==> src/hdl/camera_ray_generator_core_assert.svh <==
// assertion macros for the camera ray generator core
`ifndef CAMERA_RAY_GENERATOR_CORE_ASSERT_SVH
`define CAMERA_RAY_GENERATOR_CORE_ASSERT_SVH
`ifndef SYNTHESIS
`define CRG_ASSERT(lbl, prop, msg) \
   lbl: assert property (@(posedge clock) disable iff (reset) prop) else $error(msg);
`define CRG_ASSERT_ALWAYS(lbl, prop, msg) \
   lbl: assert property (@(posedge clock) prop) else $error(msg);
`else
`define CRG_ASSERT(lbl, prop, msg)
`define CRG_ASSERT_ALWAYS(lbl, prop, msg)
`endif
`endif

==> src/hdl/crg_div.sv <==
// pipelined restoring divider, one quotient bit per stage, with sideband
module crg_div #(
   parameter int NUM_W  = 30,
   parameter int DEN_W  = 13,
   parameter int QUO_W  = 30,
   parameter int SIDE_W = 1
) (
   input  logic              clock,
   input  logic              enable,
   input  logic [NUM_W-1:0]  num,
   input  logic [DEN_W-1:0]  den,
   input  logic [SIDE_W-1:0] side,
   output logic [QUO_W-1:0]  quo,
   output logic [SIDE_W-1:0] side_out
);

   localparam int CMP_W = NUM_W + DEN_W + QUO_W;

   logic [NUM_W-1:0]  rem_ff  [0:QUO_W-1];
   logic [DEN_W-1:0]  den_ff  [0:QUO_W-1];
   logic [QUO_W-1:0]  quo_ff  [0:QUO_W];
   logic [SIDE_W-1:0] side_ff [0:QUO_W];

   always_ff @(posedge clock) begin
      if (enable) begin
         rem_ff[0]  <= num;
         den_ff[0]  <= den;
         quo_ff[0]  <= '0;
         side_ff[0] <= side;
      end
   end

   for (genvar s = 0; s < QUO_W; s++) begin : g_stage
      localparam int B = QUO_W - 1 - s;
      logic [CMP_W-1:0] trial;
      logic [CMP_W-1:0] rem_ext;
      logic [CMP_W-1:0] rem_in;
      logic             ge;

      assign trial   = {{(CMP_W-DEN_W){1'b0}}, den_ff[s]} << B;
      assign rem_ext = {{(CMP_W-NUM_W){1'b0}}, rem_ff[s]};
      assign ge      = rem_ext >= trial;
      assign rem_in  = ge ? (rem_ext - trial) : rem_ext;

      always_ff @(posedge clock) begin
         if (enable) begin
            quo_ff[s+1]  <= {quo_ff[s][QUO_W-2:0], ge};
            side_ff[s+1] <= side_ff[s];
         end
      end

      if (s < QUO_W - 1) begin : g_carry
         always_ff @(posedge clock) begin
            if (enable) begin
               rem_ff[s+1] <= rem_in[NUM_W-1:0];
               den_ff[s+1] <= den_ff[s];
            end
         end
      end
   end

   assign quo      = quo_ff[QUO_W];
   assign side_out = side_ff[QUO_W];

endmodule

==> config.mk <==
export PLATFORM = sky130hd
export DESIGN_NAME = crg_div
export DESIGN_NICKNAME = d
export VERILOG_FILES = /design/src/hdl/camera_ray_generator_core_assert.svh /design/src/hdl/crg_div.sv
export SDC_FILE = /design/constraint.sdc
export NUM_CORES = 2
export LEC_CHECK = 0
export ABC_AREA = 1
export BUFFER_PORTS_ARGS = -buffer_cell sky130_fd_sc_hd__buf_2
export CAP_MARGIN = 20
export CORE_MARGIN = 8
export CORE_UTILIZATION = 45
export CTS_CLUSTER_SIZE = 16
export DETAILED_ROUTE_END_ITERATION = 16
export MAX_ROUTING_LAYER = met4
export PLACE_DENSITY = 0.68
export SLEW_MARGIN = 20
export SYNTH_ARGS = -nofsm -noshare
export SYNTH_HDL_FRONTEND = slang
export SYNTH_SLANG_ARGS = --single-unit
==> constraint.sdc <==
create_clock -name clock -period 2.6 [get_ports clock]
set_input_delay 0.39 -clock clock [delete_from_list [all_inputs] [get_ports clock]]
set_output_delay 0.39 -clock clock [all_outputs]
set_load 0.005 [all_outputs]
==> impl_metrics.json <==
{
  "power_leakage_nw": 40.8,
  "numPortBuffers": 76,
  "vias": 56500,
  "place_ws_ps": -162,
  "avgSynthCellArea_um2": 10.3,
  "wl_per_cell_um": 17.5,
  "rsz0062_at_grt": "no",
  "drtAntennaViolNets": 0,
  "gr-max-usage-layer": "met2",
  "powerDensity_nw_per_um2": 902,
  "die_height_um": 450,
  "synth_edf_count": 1786,
  "ys_seq_area_frac": 0.632,
  "drive_gt1_frac": 0.0829,
  "core_area_um2": 188000,
  "fin_util": 0.514,
  "viasPerCell": 5.01,
  "postLayoutCellArea_um2": 96500,
  "cts_buffers": 186,
  "yosysTopAreaCellShare": 0.632,
  "async_flop_share": 0,
  "grtUsageTotal": 0.196,
  "clkTransAtPathRegs_ps": 60,
  "maxSlewHeadroom": 0.525,
  "fillers": 16600,
  "period_share": 0.949,
  "grtUsageMet1": 0.259,
  "outcome": "finished clean",
  "setup_viol": 0,
  "cp_data_arrival_time_ps": 2990,
  "tightest_slew_ps": 711,
  "grt_use_met3": 0.0268,
  "critical_path_required_ps": 3120,
  "grt_pass1_wl_um": 311000,
  "fp.dieW_um": 450,
  "ys_types": 59,
  "floorplan.initialDensity": 0.453,
  "synthFlopType": "edfxtp_1",
  "postRouteWirelength_um": 197000,
  "final_cells": 11300,
  "vdd.ir_drop.worst_mv": 0.652,
  "hpwl_um": 149000,
  "antenna_found_initial": 2,
  "syn_area_um2": 84900,
  "fin_hold_ws_ps": 236,
  "drtPass1Iterations": 8,
  "core.rowCount": 159,
  "drc": 0,
  "skew_ps": 73.2,
  "grt_overflow_total": 0,
  "ys_warn_count": 0,
  "synth_top_area_cell": "edfxtp_1",
  "grt_start_max_net_pins": 121,
  "io_pins": 77,
  "grt_pass1_vias": 56100,
  "htree_levels": 4,
  "dp.cells": 10900,
  "period_needed_ps": 2470,
  "synthToLayoutAreaGrowth_pct": 13.6,
  "ctsRootBufferMaster": "clkbuf_16",
  "startpoint_type": "flop",
  "setup.worst_path.class": "reg -> reg",
  "placedInstanceArea_um2": 89700,
  "worst_setup_path_end_kind": "flop",
  "fin_ws_ps": 132,
  "syn_inst": 8210,
  "slew_violations": 0,
  "fmax_ghz": 0.405,
  "maxCapViolCount": 0,
  "insertion_delay_ps": 850,
  "tritoncts": "yes",
  "cts.sinks": 1786,
  "routabilityCongestion": 0.948,
  "synthTopCellsByArea": "edfxtp_1 (63%), nand2_1 (11%), inv_1 (5.3%)",
  "gr-usage-met2": 0.322,
  "dieArea_um2": 203000,
  "r2r_cells": 13,
  "drtIter0Drc": 4179,
  "hold_viol_final": 0,
  "synthesis.nets": 8595,
  "clock_path_buffers": 3,
  "final_nets": 9033,
  "min_path_cells": 2,
  "synth-seq-cells": 1786,
  "min_path_type": "in -> reg",
  "crit_fanout": 16
}
## layout by cell type, fill, tap and decap left out, types with 72 or more instances in the layout
master,count
nor2_1,784
nand3_1,438
nand4_1,176
inv_1,1196
xor2_1,115
nand2_1,2437
a21oi_1,235
buf_4,185
ha_1,312
xnor2_1,72
buf_2,75
edfxtp_1,1786
clkbuf_16,187
o21ai_0,120
## worst max-delay path, cell delays in order, from the launching register on
cell,delay (ps)
edfxtp_1,380
inv_1,70
ha_1,150
inv_2,70
fa_2,350
nand3_1,140
nand3_4,130
nand3_1,110
nand2_2,100
nand2_2,90
nand2_1,100
nor2_4,210
buf_12,180
a21oi_1,90
## state kept, by name, summed over array words and instances (netlist names)
name / count
rem_ff: 900
side_ff: 31
quo_ff: 465
den_ff: 390
## timing repair
| action | 4_1_cts | 5_1_grt |
|---|---|---|
| pin swaps | 0 | 3 |
| gates resized for setup | 4 | 27 |
| cloned | 0 | 2 |
| hold buffers | 45 | 0 |
| setup buffers | 1 | 3 |
| hold endpoints to repair | 55 | 0 |
| endpoints found under the setup margin | 49 | 112 |
## per-stage QoR
stage	setup TNS, ps	power (mW)
2_1_floorplan	0	53.4
3_3_place_gp	-4220	60.9
3_5_place_dp	-3990	61.0
4_1_cts	0	87.7
5_1_grt	0	92.1
6_report	0	87.0
## power breakdown
group | switching [mW] | internal [mW] | total (mW)
logic | 14.1 | 7.70 | 21.8
registers | 2.68 | 36.2 | 38.9
clock network | 11.5 | 14.8 | 26.3
## synthesized netlist by cell type, types with 19 or more instances
| cell | n |
|---|---|
| nand3_1 | 441 |
| buf_4 | 49 |
| ha_1 | 312 |
| nor2_2 | 28 |
| nand2_2 | 19 |
| edfxtp_1 | 1786 |
| inv_1 | 1197 |
| o21ai_1 | 42 |
| and2_1 | 19 |
| nand2_1 | 2443 |
| xnor2_1 | 72 |
| nand4_1 | 176 |
| nor2_1 | 785 |
| o21ai_0 | 120 |
| nor3_1 | 63 |
| nor4_1 | 19 |
| xor2_1 | 115 |
| a21oi_1 | 237 |
| fa_1 | 27 |
| nand3b_1 | 69 |
| a21oi_2 | 35 |
## worst paths after layout
path                                      from        endpoint  slack (ps)
worst max-delay path             rem_ff[23][6]  rem_ff[24][22]         130
worst min register to register  quo_ff[1][133]  quo_ff[1][164]         380
worst max register to register   rem_ff[23][6]  rem_ff[24][22]         130
worst min-delay path                    den[7]    den_ff[0][7]         240
## routing by layer
layer	vias up	wire length (um)	share of wire
met1	26700	89700	0.45
met4	0	5010	0.025
met2	1249	94600	0.48
li1	28200	-	-
met3	351	8190	0.041
met5	-	0	0
## cell type report
cell class / instances / area [um^2] / share of cell area
multi-input combinational: 5122 / 26100 / 0.271
clock buffer: 218 / 4770 / 0.0495
timing repair buffer: 341 / 2910 / 0.0302
antenna: 1 / 2.50 / 0.0000259
sequential: 1786 / 53600 / 0.556
inverter: 1211 / 4560 / 0.0473
tap: 2495 / 3120 / 0.0324
clock inverter: 119 / 1360 / 0.0141
## logic make-up (layout without fill, tap and decap cells)
| logic type | count (synthesis) | count (layout) | share of synthesized area |
|---|---|---|---|
| fa+ha+maj | 339 | 339 | 0.0523 |
| other cells | 0 | 1 | 0 |
| flops | 1786 | 1786 | 0.632 |
| simple gates | 4116 | 4117 | 0.203 |
| compound gates | 479 | 479 | 0.0313 |
| buf+inv | 1303 | 1889 | 0.0623 |
| xor+xnor | 187 | 187 | 0.0193 |
Note: power is estimated with default switching activity, not from simulation.
